==> config.mk <==
export PLATFORM = sky130hd
export DESIGN_NAME = dels_cell
export DESIGN_NICKNAME = d
export VERILOG_FILES = /design/src/hw/rtl/dels_pkg.sv /design/src/hw/rtl/dels_cell.sv
export SDC_FILE = /design/constraint.sdc
export NUM_CORES = 1
export LEC_CHECK = 0
export BUFFER_PORTS_ARGS = -buffer_cell sky130_fd_sc_hd__buf_4
export CAP_MARGIN = 30
export CORE_MARGIN = 3
export CORE_UTILIZATION = 40
export CTS_BUF_LIST = sky130_fd_sc_hd__clkbuf_4
export DETAILED_ROUTE_END_ITERATION = 10
export PLACE_DENSITY = 0.76
export REMOVE_ABC_BUFFERS = 1
export SLEW_MARGIN = 40
export SYNTH_ARGS = -nofsm -noshare
export SYNTH_HDL_FRONTEND = slang
export SYNTH_SLANG_ARGS = --single-unit
==> constraint.sdc <==
create_clock -name i_clk -period 2.3 [get_ports i_clk]
set_input_delay 0.115 -clock i_clk [delete_from_list [all_inputs] [get_ports i_clk]]
set_output_delay 0.115 -clock i_clk [all_outputs]
set_load 0.005 [all_outputs]
==> src/hw/rtl/dels_pkg.sv <==
// dels_pkg: shared types and codes of the double-ended list store
// operation kinds, result status codes and the per-cell control struct
// no dependencies
`timescale 1ns / 1ps

package dels_pkg;

    // fixed field widths
    localparam int KIND_W   = 3;
    localparam int STATUS_W = 2;
    localparam int POS_W    = 8;

    // operation kinds
    localparam logic [KIND_W-1:0] KIND_PUSH_FRONT  = 3'd0;
    localparam logic [KIND_W-1:0] KIND_APPEND_BACK = 3'd1;
    localparam logic [KIND_W-1:0] KIND_POP_FRONT   = 3'd2;
    localparam logic [KIND_W-1:0] KIND_REMOVE_BACK = 3'd3;
    localparam logic [KIND_W-1:0] KIND_READ_INDEX  = 3'd4;

    // result status codes
    localparam logic [STATUS_W-1:0] STATUS_OK    = 2'd0;
    localparam logic [STATUS_W-1:0] STATUS_FULL  = 2'd1;
    localparam logic [STATUS_W-1:0] STATUS_EMPTY = 2'd2;
    localparam logic [STATUS_W-1:0] STATUS_RANGE = 2'd3;

    // control broadcast from the controller to every cell of the row
    typedef struct packed {
        logic push_front;   // shift the row toward the back, cell 0 takes the value
        logic pop_front;    // shift the row toward the front
        logic wr_back;      // the cell at the write index takes the value
        logic tap_load;     // copy every element into its tap
        logic tap_shift;    // move the taps one cell toward the front
    } t_cell_ctl;

endpackage

==> src/hw/rtl/dels_cell.sv <==
// dels_cell: one storage cell of the element row
// holds one element and one tap register for indexed readout
// depends on dels_pkg
`timescale 1ns / 1ps

module dels_cell #(
    parameter int INDEX      = 0,
    parameter int ADDR_W     = 8,
    parameter int DATA_WIDTH = 32
) (
    input  logic                  i_clk,
    input  dels_pkg::t_cell_ctl   i_ctl,
    input  logic [ADDR_W-1:0]     i_wr_idx,
    input  logic [DATA_WIDTH-1:0] i_value,
    input  logic [DATA_WIDTH-1:0] i_prev_data,
    input  logic [DATA_WIDTH-1:0] i_next_data,
    input  logic [DATA_WIDTH-1:0] i_next_tap,
    output logic [DATA_WIDTH-1:0] o_data,
    output logic [DATA_WIDTH-1:0] o_tap
);
    import dels_pkg::*;

    localparam logic [ADDR_W-1:0] MY_IDX = ADDR_W'(INDEX);

    logic [DATA_WIDTH-1:0] r_data;
    logic [DATA_WIDTH-1:0] r_tap;

    // element: shift in either direction, or take an appended value
    always_ff @(posedge i_clk) begin
        if (i_ctl.push_front) begin
            r_data <= i_prev_data;
        end else if (i_ctl.pop_front) begin
            r_data <= i_next_data;
        end else if (i_ctl.wr_back && (i_wr_idx == MY_IDX)) begin
            r_data <= i_value;
        end
    end

    // tap: snapshot of the row that walks toward cell 0
    always_ff @(posedge i_clk) begin
        if (i_ctl.tap_load) begin
            r_tap <= r_data;
        end else if (i_ctl.tap_shift) begin
            r_tap <= i_next_tap;
        end
    end

    assign o_data = r_data;
    assign o_tap  = r_tap;

endmodule

==> impl_metrics.ini <==
[routing]
drc = 0
final_antenna_net_count = 0
viasPerCell = 4.73
drt_wl_total_um = 9480
avgRoutedWirePerCell_um = 16.4
drt_first_pass_iters = 4
vias = 2727
drt_iter0_drc = 68

[sta]
setup_viol = 0
setup_tns_ns = 0
rsz0062_at_grt = no
period_share = 0.519
fmax_mhz = 838
worstMarginPinSlew_ns = 0.608
skew_ns = 0.0102
final.min_clock_period_ns = 1.19
finalHoldViolCount = 0
drv_slew = 0
relSlewSlack = 0.595

[clock_tree]
htree_levels = 3
cts_setup_buffers = 0
clock_latency_ns = 0.39
cts.sinks = 64
cts_resized = 0
cts_tree = built
cts_hold_buf = 46
clk_pin_slew_ns = 0.10
numCtsBuffers = 9
clockBufferDepth = 2
clockRootBuffer = clkbuf_4

[worst_setup_path]
ff2ff_setup_slack_ns = 1.32
cp_max_fo = 17
path_class = in2reg
startpoint_type = input port
reg2reg_depth = 1
worstReg2RegStart = o_data[31]
path_buf_inv = 2
crit_required_ns = 2.40
timing.rr.end = o_tap[31]
crit_family = compound AO/OA/AOI/OAI gates
cp_slowest_cell = a311o_2
path_cells = buf_4 > nor4b_1 > a311o_2 > buf_12
setup.worst_path.end_class = flop
cp.arrival_ns = 1.29
max_stage_delay_ns = 0.52

[hold_path]
hold_depth = 3
hold_path_startpoint = i_prev_data[27]
min_path_type = in2reg
holdPathEnd = o_data[27]

[pwr]
power_leakage_nw = 2.53
cellPowerDensity_nw_per_um2 = 530
power.total_mw = 2.85
vdd_drop_max_mv = 0.298

[layout]
layout_commonest_cell = buf_4
fin_area_um2 = 5390
area.growth.synth_to_final_pct = 68.3
fin_cells = 577
finish.utilization = 0.716
nNetsFinal = 615
drive_gt1_frac = 0.538
n_antenna_cell = 0
layout_common_cells = buf_4 (210), edfxtp_1 (64), dlygate4sd3_1 (54)

[floorplanning]
die_x_um = 95.5
coreArea_um2 = 7520
die_h_um = 95.5
design.portCount = 206
start_util = 0.426
die_area_um2 = 9110
rows = 31

[yosys]
synth_top_area_frac = 0.600
yosys_register_bits = 64
syn_inst = 212
yosys-top-cells-area = edfxtp_1 (60%), mux2_4 (14%), mux2i_1 (10%), o21ai_1 (4.5%), buf_12 (3.8%)
synth_area_um2 = 3200
yosysTopAreaCell = edfxtp_1
postSynthAreaPerCell_um2 = 15.1
synth_warnings = 0
synth_seq_area_share = 0.600
synthDistinctLibCells = 16

[flow_run]
max_cap_viol_count = 0

[grt]
antenna_found_initial = 0
grt-ovfl-total = 0
grt.total_usage = 0.195
grt_pass1_wl_um = 12800
grt_max_degree = 65
grt_pass1_vias = 2733

[placed_design]
gp_congestion = 0.733
placed_area_um2 = 4750
hpwlAfterDp_um = 6790
dp.cells = 507
portBuffers = 205

[status]
status = finished clean
final cells by class:
type / count / area (um2)
clock buffer: 10 / 75.1
tap: 99 / 124
clock inverter: 6 / 26.3
sequential: 64 / 1920
multi-input combinational: 133 / 1100
timing repair buffer: 265 / 2140
fill: 544 / 2140
registers in the layout (all words and copies together), names as in the netlist:
name    cells
o_tap      32
o_data     32
worst max path at each step:
stage,start,endpoint,slack [ns],cells after the start
global route,i_wr_idx[4],o_data[16],1.07,4
detailed placement,i_wr_idx[4],o_data[29],0.68,4
finish,i_wr_idx[4],o_data[21],1.11,4
global placement,i_wr_idx[4],o_data[7],0.76,4
CTS,i_wr_idx[4],o_data[21],1.12,4
floorplan,i_wr_idx[4],o_data[0],0.55,2
cell usage after synthesis:
cell type,number
a311o_1,1
buf_12,6
buf_2,6
buf_6,2
clkbuf_1,1
edfxtp_1,64
mux2_2,3
mux2_4,29
mux2i_1,32
nand2_1,32
nor2_1,1
nor3_1,1
nor4b_1,1
o21ai_0,3
o21ai_1,29
or2_1,1
metrics by stage:
| stage | worst slack (ns) | hold slack [ns] |
|---|---|---|
| floorplan | 0.551 | 0.302 |
| global route | 1.07 | 0.00341 |
| CTS | 1.12 | 0.000115 |
| detailed placement | 0.684 | 0.400 |
| global placement | 0.755 | 0.401 |
| finish | 1.11 | 0.0331 |
layer usage:
layer	GRT usage	wire [um]	vias to the layer above
li1	-	-	1320
met1	0.173	3120	1256
met2	0.385	5330	140
met3	0.0821	861	11
met4	0.0711	173	0
met5	0	0	-
where the power goes:
part	leakage [nW]	total [mW]	switching, mW	internal (mW)
clock network	0.0624	0.595	0.377	0.219
registers	0.657	1.51	0.0592	1.45
logic	1.81	0.751	0.251	0.500
cell families (layout without fill, tap and decap cells):
| family | after synthesis | after routing | share of synthesized area |
|---|---|---|---|
| AO/OA/AOI/OAI | 33 | 33 | 0.0531 |
| buffers and inverters | 15 | 281 | 0.0551 |
| AND/OR/NAND/NOR | 36 | 36 | 0.0449 |
| multiplexers | 64 | 64 | 0.247 |
| flip-flops | 64 | 64 | 0.600 |
(Power assumes the default switching activity.)
