**config.mk**
```make
export PLATFORM = sky130hd
export DESIGN_NAME = dels_ctrl
export DESIGN_NICKNAME = d
export VERILOG_FILES = /design/src/hw/rtl/dels_pkg.sv /design/src/hw/rtl/dels_ctrl.sv
export SDC_FILE = /design/constraint.sdc
export NUM_CORES = 1
export LEC_CHECK = 0
export ABC_AREA = 1
export BUFFER_PORTS_ARGS = -buffer_cell sky130_fd_sc_hd__buf_2
export CAP_MARGIN = 40
export CORE_ASPECT_RATIO = 0.5
export CORE_MARGIN = 2
export CORE_UTILIZATION = 51
export CTS_CLUSTER_DIAMETER = 60
export CTS_CLUSTER_SIZE = 24
export DETAILED_ROUTE_END_ITERATION = 6
export PLACE_DENSITY_LB_ADDON = 0.25
export SLEW_MARGIN = 20
export SYNTH_ARGS = -nofsm -noshare
export SYNTH_HDL_FRONTEND = slang
export SYNTH_SLANG_ARGS = --single-unit
```
**constraint.sdc**
```tcl
create_clock -name i_clk -period 3.7 [get_ports i_clk]
set_clock_uncertainty 0.15 [all_clocks]
set_input_delay 0.555 -clock i_clk [delete_from_list [all_inputs] [get_ports i_clk]]
set_output_delay 0.555 -clock i_clk [all_outputs]
set_load 0.05 [all_outputs]
```
**src/hw/rtl/dels_pkg.sv**
```systemverilog
// dels_pkg: shared types and codes of the double-ended list store
// operation kinds, result status codes and the per-cell control struct
// no dependencies
`timescale 1ns / 1ps

package dels_pkg;

    // fixed field widths
    localparam int KIND_W   = 3;
    localparam int STATUS_W = 2;
    localparam int POS_W    = 8;

    // operation kinds
    localparam logic [KIND_W-1:0] KIND_PUSH_FRONT  = 3'd0;
    localparam logic [KIND_W-1:0] KIND_APPEND_BACK = 3'd1;
    localparam logic [KIND_W-1:0] KIND_POP_FRONT   = 3'd2;
    localparam logic [KIND_W-1:0] KIND_REMOVE_BACK = 3'd3;
    localparam logic [KIND_W-1:0] KIND_READ_INDEX  = 3'd4;

    // result status codes
    localparam logic [STATUS_W-1:0] STATUS_OK    = 2'd0;
    localparam logic [STATUS_W-1:0] STATUS_FULL  = 2'd1;
    localparam logic [STATUS_W-1:0] STATUS_EMPTY = 2'd2;
    localparam logic [STATUS_W-1:0] STATUS_RANGE = 2'd3;

    // control broadcast from the controller to every cell of the row
    typedef struct packed {
        logic push_front;   // shift the row toward the back, cell 0 takes the value
        logic pop_front;    // shift the row toward the front
        logic wr_back;      // the cell at the write index takes the value
        logic tap_load;     // copy every element into its tap
        logic tap_shift;    // move the taps one cell toward the front
    } t_cell_ctl;

endpackage

```
**src/hw/rtl/dels_ctrl.sv**
```systemverilog
// dels_ctrl: operation decode, fill count, tap walk sequencing and result stages
// drives the control broadcast of the cell row
// depends on dels_pkg
`timescale 1ns / 1ps

module dels_ctrl #(
    parameter int DEPTH      = 256,
    parameter int DATA_WIDTH = 32,
    parameter int ADDR_W     = 8,
    parameter int CNT_W      = 9
) (
    input  logic                            i_clk,
    input  logic                            i_rst_n,
    input  logic                            i_in_valid,
    output logic                            o_in_ready,
    input  logic [dels_pkg::KIND_W-1:0]     i_kind,
    input  logic [DATA_WIDTH-1:0]           i_value,
    input  logic [dels_pkg::POS_W-1:0]      i_position,
    output logic                            o_out_valid,
    input  logic                            i_out_ready,
    output logic [dels_pkg::STATUS_W-1:0]   o_status,
    output logic [DATA_WIDTH-1:0]           o_data,
    output logic [CNT_W-1:0]                o_count,
    input  logic [DATA_WIDTH-1:0]           i_head_data,
    input  logic [DATA_WIDTH-1:0]           i_head_tap,
    output dels_pkg::t_cell_ctl             o_ctl,
    output logic [ADDR_W-1:0]               o_wr_idx,
    output logic [DATA_WIDTH-1:0]           o_value
);
    import dels_pkg::*;

    localparam int CMP_W = (CNT_W > POS_W) ? CNT_W : POS_W;
    localparam logic [CNT_W-1:0] FULL_CNT = CNT_W'(DEPTH);

    localparam logic ST_IDLE = 1'b0;
    localparam logic ST_SEEK = 1'b1;

    logic                r_state, n_state;
    logic [CNT_W-1:0]    r_fill, n_fill;
    logic [ADDR_W-1:0]   r_cnt, n_cnt;

    logic                r_res_valid, n_res_valid;
    logic [STATUS_W-1:0] r_res_status, n_res_status;
    logic [DATA_WIDTH-1:0] r_res_data, n_res_data;
    logic [CNT_W-1:0]    r_res_count, n_res_count;

    logic                r_out_valid, n_out_valid;
    logic [STATUS_W-1:0] r_out_status, n_out_status;
    logic [DATA_WIDTH-1:0] r_out_data, n_out_data;
    logic [CNT_W-1:0]    r_out_count, n_out_count;

    logic                accept;
    logic                res_move;
    logic                is_full;
    logic                is_empty;
    logic [CMP_W-1:0]    pos_ext;
    logic [CMP_W-1:0]    fill_ext;
    logic [CNT_W-1:0]    last_cnt;
    logic [ADDR_W-1:0]   target;
    logic                want_seek;
    t_cell_ctl           ctl;

    assign res_move   = r_res_valid && (!r_out_valid || i_out_ready);
    assign o_in_ready = (r_state == ST_IDLE) && (!r_res_valid || res_move);
    assign accept     = i_in_valid && o_in_ready;

    assign is_full  = (r_fill == FULL_CNT);
    assign is_empty = (r_fill == '0);
    assign pos_ext  = CMP_W'(i_position);
    assign fill_ext = CMP_W'(r_fill);
    assign last_cnt = r_fill - CNT_W'(1);

    // decode, fill update, tap walk and result staging
    always_comb begin
        n_state      = r_state;
        n_fill       = r_fill;
        n_cnt        = r_cnt;
        n_res_valid  = r_res_valid;
        n_res_status = r_res_status;
        n_res_data   = r_res_data;
        n_res_count  = r_res_count;
        n_out_valid  = r_out_valid;
        n_out_status = r_out_status;
        n_out_data   = r_out_data;
        n_out_count  = r_out_count;
        ctl          = '0;
        target       = '0;
        want_seek    = 1'b0;

        // output register takes the staged result when free
        if (res_move) begin
            n_out_valid  = 1'b1;
            n_out_status = r_res_status;
            n_out_data   = r_res_data;
            n_out_count  = r_res_count;
            n_res_valid  = 1'b0;
        end else if (r_out_valid && i_out_ready) begin
            n_out_valid = 1'b0;
        end

        if (accept) begin
            n_res_status = STATUS_OK;
            n_res_data   = '0;
            unique case (i_kind)
                KIND_PUSH_FRONT: begin
                    if (is_full) begin
                        n_res_status = STATUS_FULL;
                    end else begin
                        ctl.push_front = 1'b1;
                        n_fill         = r_fill + CNT_W'(1);
                    end
                end
                KIND_APPEND_BACK: begin
                    if (is_full) begin
                        n_res_status = STATUS_FULL;
                    end else begin
                        ctl.wr_back = 1'b1;
                        n_fill      = r_fill + CNT_W'(1);
                    end
                end
                KIND_POP_FRONT: begin
                    if (is_empty) begin
                        n_res_status = STATUS_EMPTY;
                    end else begin
                        n_res_data    = i_head_data;
                        ctl.pop_front = 1'b1;
                        n_fill        = last_cnt;
                    end
                end
                KIND_REMOVE_BACK: begin
                    if (is_empty) begin
                        n_res_status = STATUS_EMPTY;
                    end else begin
                        target    = last_cnt[ADDR_W-1:0];
                        want_seek = 1'b1;
                        n_fill    = last_cnt;
                    end
                end
                KIND_READ_INDEX: begin
                    if (pos_ext >= fill_ext) begin
                        n_res_status = STATUS_RANGE;
                    end else begin
                        target    = pos_ext[ADDR_W-1:0];
                        want_seek = 1'b1;
                    end
                end
                default: begin
                end
            endcase
            n_res_count = n_fill;

            // element at the front is read at once, deeper ones walk the taps
            if (want_seek && (target == '0)) begin
                n_res_data  = i_head_data;
                n_res_valid = 1'b1;
            end else if (want_seek) begin
                ctl.tap_load = 1'b1;
                n_cnt        = target;
                n_state      = ST_SEEK;
            end else begin
                n_res_valid = 1'b1;
            end
        end else if (r_state == ST_SEEK) begin
            if (r_cnt != '0) begin
                ctl.tap_shift = 1'b1;
                n_cnt         = r_cnt - ADDR_W'(1);
            end else begin
                n_res_valid  = 1'b1;
                n_res_status = STATUS_OK;
                n_res_data   = i_head_tap;
                n_res_count  = r_fill;
                n_state      = ST_IDLE;
            end
        end
    end

    // control state
    always_ff @(posedge i_clk) begin
        if (!i_rst_n) begin
            r_state     <= ST_IDLE;
            r_fill      <= '0;
            r_res_valid <= 1'b0;
            r_out_valid <= 1'b0;
        end else begin
            r_state     <= n_state;
            r_fill      <= n_fill;
            r_res_valid <= n_res_valid;
            r_out_valid <= n_out_valid;
        end
    end

    // payload registers
    always_ff @(posedge i_clk) begin
        r_cnt        <= n_cnt;
        r_res_status <= n_res_status;
        r_res_data   <= n_res_data;
        r_res_count  <= n_res_count;
        r_out_status <= n_out_status;
        r_out_data   <= n_out_data;
        r_out_count  <= n_out_count;
    end

    assign o_ctl       = ctl;
    assign o_wr_idx    = r_fill[ADDR_W-1:0];
    assign o_value     = i_value;
    assign o_out_valid = r_out_valid;
    assign o_status    = r_out_status;
    assign o_data      = r_out_data;
    assign o_count     = r_out_count;

    // fill never passes capacity
    a_fill_bound: assert property (@(posedge i_clk) disable iff (!i_rst_n)
        r_fill <= FULL_CNT)
        else $error("fill count above capacity");

    // at most one element update per cycle
    a_one_update: assert property (@(posedge i_clk) disable iff (!i_rst_n)
        $onehot0({ctl.push_front, ctl.pop_front, ctl.wr_back}))
        else $error("conflicting element updates");

    // a tap snapshot always starts a walk
    a_load_seek: assert property (@(posedge i_clk) disable iff (!i_rst_n)
        ctl.tap_load |=> (r_state == ST_SEEK))
        else $error("tap load without walk");

    // no new item during a walk
    a_seek_block: assert property (@(posedge i_clk) disable iff (!i_rst_n)
        (r_state == ST_SEEK) |-> !o_in_ready)
        else $error("input taken during walk");

    // staged result is kept until the output register takes it
    a_res_hold: assert property (@(posedge i_clk) disable iff (!i_rst_n)
        (r_res_valid && !res_move) |=> r_res_valid)
        else $error("staged result lost");

endmodule

```
==> metrics.txt <==
CTS H-tree lvls=3; Final period util=0.932; top-area cell type share of the netlist area=0.491; die area=12200 um^2; die extent in x=154 um; # IOs=201; max incr delay on CP=0.49 ns; clock root buffer=clkbuf_16; pwr dens=433 nW/um^2; CTS tree=done; asr flop ratio synth=0; critical path arrival=2.75 ns; DR DRC count=0; ranking of synthesized cells by area=edfxtp_1 (49%), nand2_2 (7.8%), nand2_1 (7.0%), buf_4 (5.4%), inv_1 (4.5%); Placement Setup Slack=0.534 ns; final setup fails=0; max-capacitance violation count=0; vias=4092; fin nets=813; WP data required=2.99 ns; Worst Tran Pin Value=0.620 ns; min Tclk post-route=3.45 ns; dpl cell area=6230 um^2; area growth from synthesis to layout=13.2%; IO buf count=136; Critical Setup Path Class=register to output pin; Final Hold Fails=0; Synth Net Count=715; post-cts resize count=0; crit path cell chain=inv_2 > ha_1 > a21o_1 > a21oi_2 > nand4_1 > nand2_2 > nor2_8 > nand4_1 > nand3_1 > inv_1 > buf_2; Max Fclk=290 MHz; PnR worst setup slack=0.250 ns; CP max stage cell=dfxtp_1; setup tns final=0 ns; Tot Pwr=2.82 mW; Synth Instances=590; fin area=6500 um^2; Buf+Inv Stages, Crit Path=3; clock buffer depth=2; Leak=3.02 nW; ratio of cells with drive above 1 in the final layout=0.361; status=finished, final reports clean; Net Switching=0.806 mW; initial core utilization=0.523; first-pass GRT wire length=18400 um; relative slew slack=0.585; flops & latches, synth=106; row count=27; CP max FO=10; mean post-synth cell area=9.74 um^2; Max IR drop VDD=210 uV; final wirelength=11600 um; number of global-route vias before repair=3873; delay-heaviest family, CP=simple AND/OR/NAND/NOR gates; total CTS buffers=9; Post-CTS Setup Bufs=0; drt pass-1 iters=5; Clock transition at path regs=0.07 ns; cts hold-fix bufs=0; worst hold slack=0.270 ns; Non-Filler Instances=838; Final Core Density=0.592; CP startpoint kind=register; placed cells=822; synthesized area=5740 um^2; Total GRT Usage=0.193; FILL cells=983; Yosys top cell by area=edfxtp_1; most used cell, CP=nand4_1; Primary FF master, synth=edfxtp_1; diodes inserted=0; final max-slew violation count=0; Post-synth EDFFs=94; Ys Warns=0; worst skew pair latency=0.34 ns; core area=11000 um^2; Sw Share=0.286; RSZ-0062 raised after global routing=no; Clock Power Share=0.315; Die Span Y=79.0 um; Combinational Power Share=0.179; first-iteration detailed-routing DRC count=226; HP Class=register to register; total gr overflow=0; antenna-violating nets left=0; Reg power frac=0.506; Clock Sinks=106; register area share after synthesis=0.533; vias per inst=4.88; number of distinct library cells after synthesis=43; largest net degree at the start of global routing=65; crit end category=output pin; internal power=2.01 mW; DR WL/cell=13.8 um; GP Congestion=0.914; DP HPWL=8660 um; initial antenna violation count=0
==> worst reg2reg max path: cells and delay by family (launching register included) <==
kind | cells | cell delay [ns]
fa+ha+maj | 1 | 0.30
simple gates | 8 | 0.66
buf+inv | 3 | 0.53
compound gates | 3 | 0.74
flops | 1 | 0.49
==> cells in the final DEF, fill, tap and decap left out, types with 2 or more instances in the layout <==
cell and count:
buf_2 136, nand2_1 105, edfxtp_1 94, nand2_2 74
inv_1 69, nor2_1 56, o21ai_0 17, a21oi_1 16
ha_1 14, nand3_1 13, dfxtp_1 12, nand4_1 11
clkbuf_16 9, nor3_1 7, xor2_1 6, inv_2 4
nor2_4 4, a32o_1 4, nor2_2 4, xnor2_1 3
buf_4 3, a22oi_1 2, clkinv_4 2, o21ai_1 2
a31oi_1 2, clkbuf_1 2, clkinvlp_4 2
==> layer usage <==
layer | share of wire | track usage
met4 | 0.022 | 0.0673
met3 | 0.057 | 0.0420
met1 | 0.44 | 0.241
met2 | 0.48 | 0.337
met5 | 0 | 0
==> state kept, by name (all words and copies together) (netlist names), 2 cells and up <==
signal / cells
fill_ext: 9
o_data: 32
r_cnt: 8
r_res_count: 9
o_status: 2
r_res_data: 32
o_count: 9
r_res_status: 2
==> cell usage after synthesis (all sizes together), types with 2 or more instances <==
| library cell | n |
|---|---|
| nand2 | 180 |
| edfxtp | 94 |
| inv | 73 |
| nor2 | 65 |
| buf | 46 |
| o21ai | 20 |
| a21oi | 18 |
| ha | 14 |
| nand3 | 14 |
| dfxtp | 12 |
| nand4 | 12 |
| nor3 | 7 |
| clkbuf | 6 |
| xor2 | 6 |
| a32o | 4 |
| xnor2 | 3 |
| a22oi | 2 |
| a31oi | 2 |
| clkinv | 2 |
| dlygate4sd1 | 2 |
==> final timing paths <==
path	cells after the start	slack, ns	from	end
hold / removal	0	0.27	r_res_data[24]$_DFFE_PP_	o_data[24]$_DFFE_PP_
setup / recovery	11	0.25	fill_ext[6]$_SDFFE_PN0P_	o_ctl[1]
hold reg to reg	0	0.27	r_res_data[24]$_DFFE_PP_	o_data[24]$_DFFE_PP_
setup reg to reg	15	0.60	fill_ext[6]$_SDFFE_PN0P_	r_res_data[23]$_DFFE_PP_
==> cell families (layout without fill, tap and decap cells) <==
kind of cell | after synthesis | count (layout) | synth area share
fa+ha+maj | 14 | 14 | 0.0305
buf+inv | 129 | 232 | 0.128
xor+xnor | 9 | 9 | 0.0137
simple gates | 282 | 282 | 0.242
compound gates | 50 | 50 | 0.0529
flops | 106 | 106 | 0.533
==> area by class of cell <==
| type | instances | area [um^2] | area share |
|---|---|---|---|
| clock buffer | 11 | 233 | 0.0358 |
| clock inverter | 5 | 40.0 | 0.00616 |
| inverter | 75 | 287 | 0.0440 |
| multi-input combinational | 355 | 1960 | 0.302 |
| sequential | 106 | 3060 | 0.471 |
| tap | 145 | 181 | 0.0279 |
| timing repair buffer | 141 | 738 | 0.113 |
==> power by group through the flow <==
stage / clock network (mW) / logic, mW / registers (mW)
finish: 0.886 / 0.503 / 1.43
floorplan: 0 / 0.375 / 1.55
CTS: 0.911 / 0.507 / 1.43
global placement: 0 / 0.493 / 1.45
detailed placement: 0 / 0.505 / 1.45
global route: 0.952 / 0.550 / 1.43
Power figures use the tool's default switching activity.
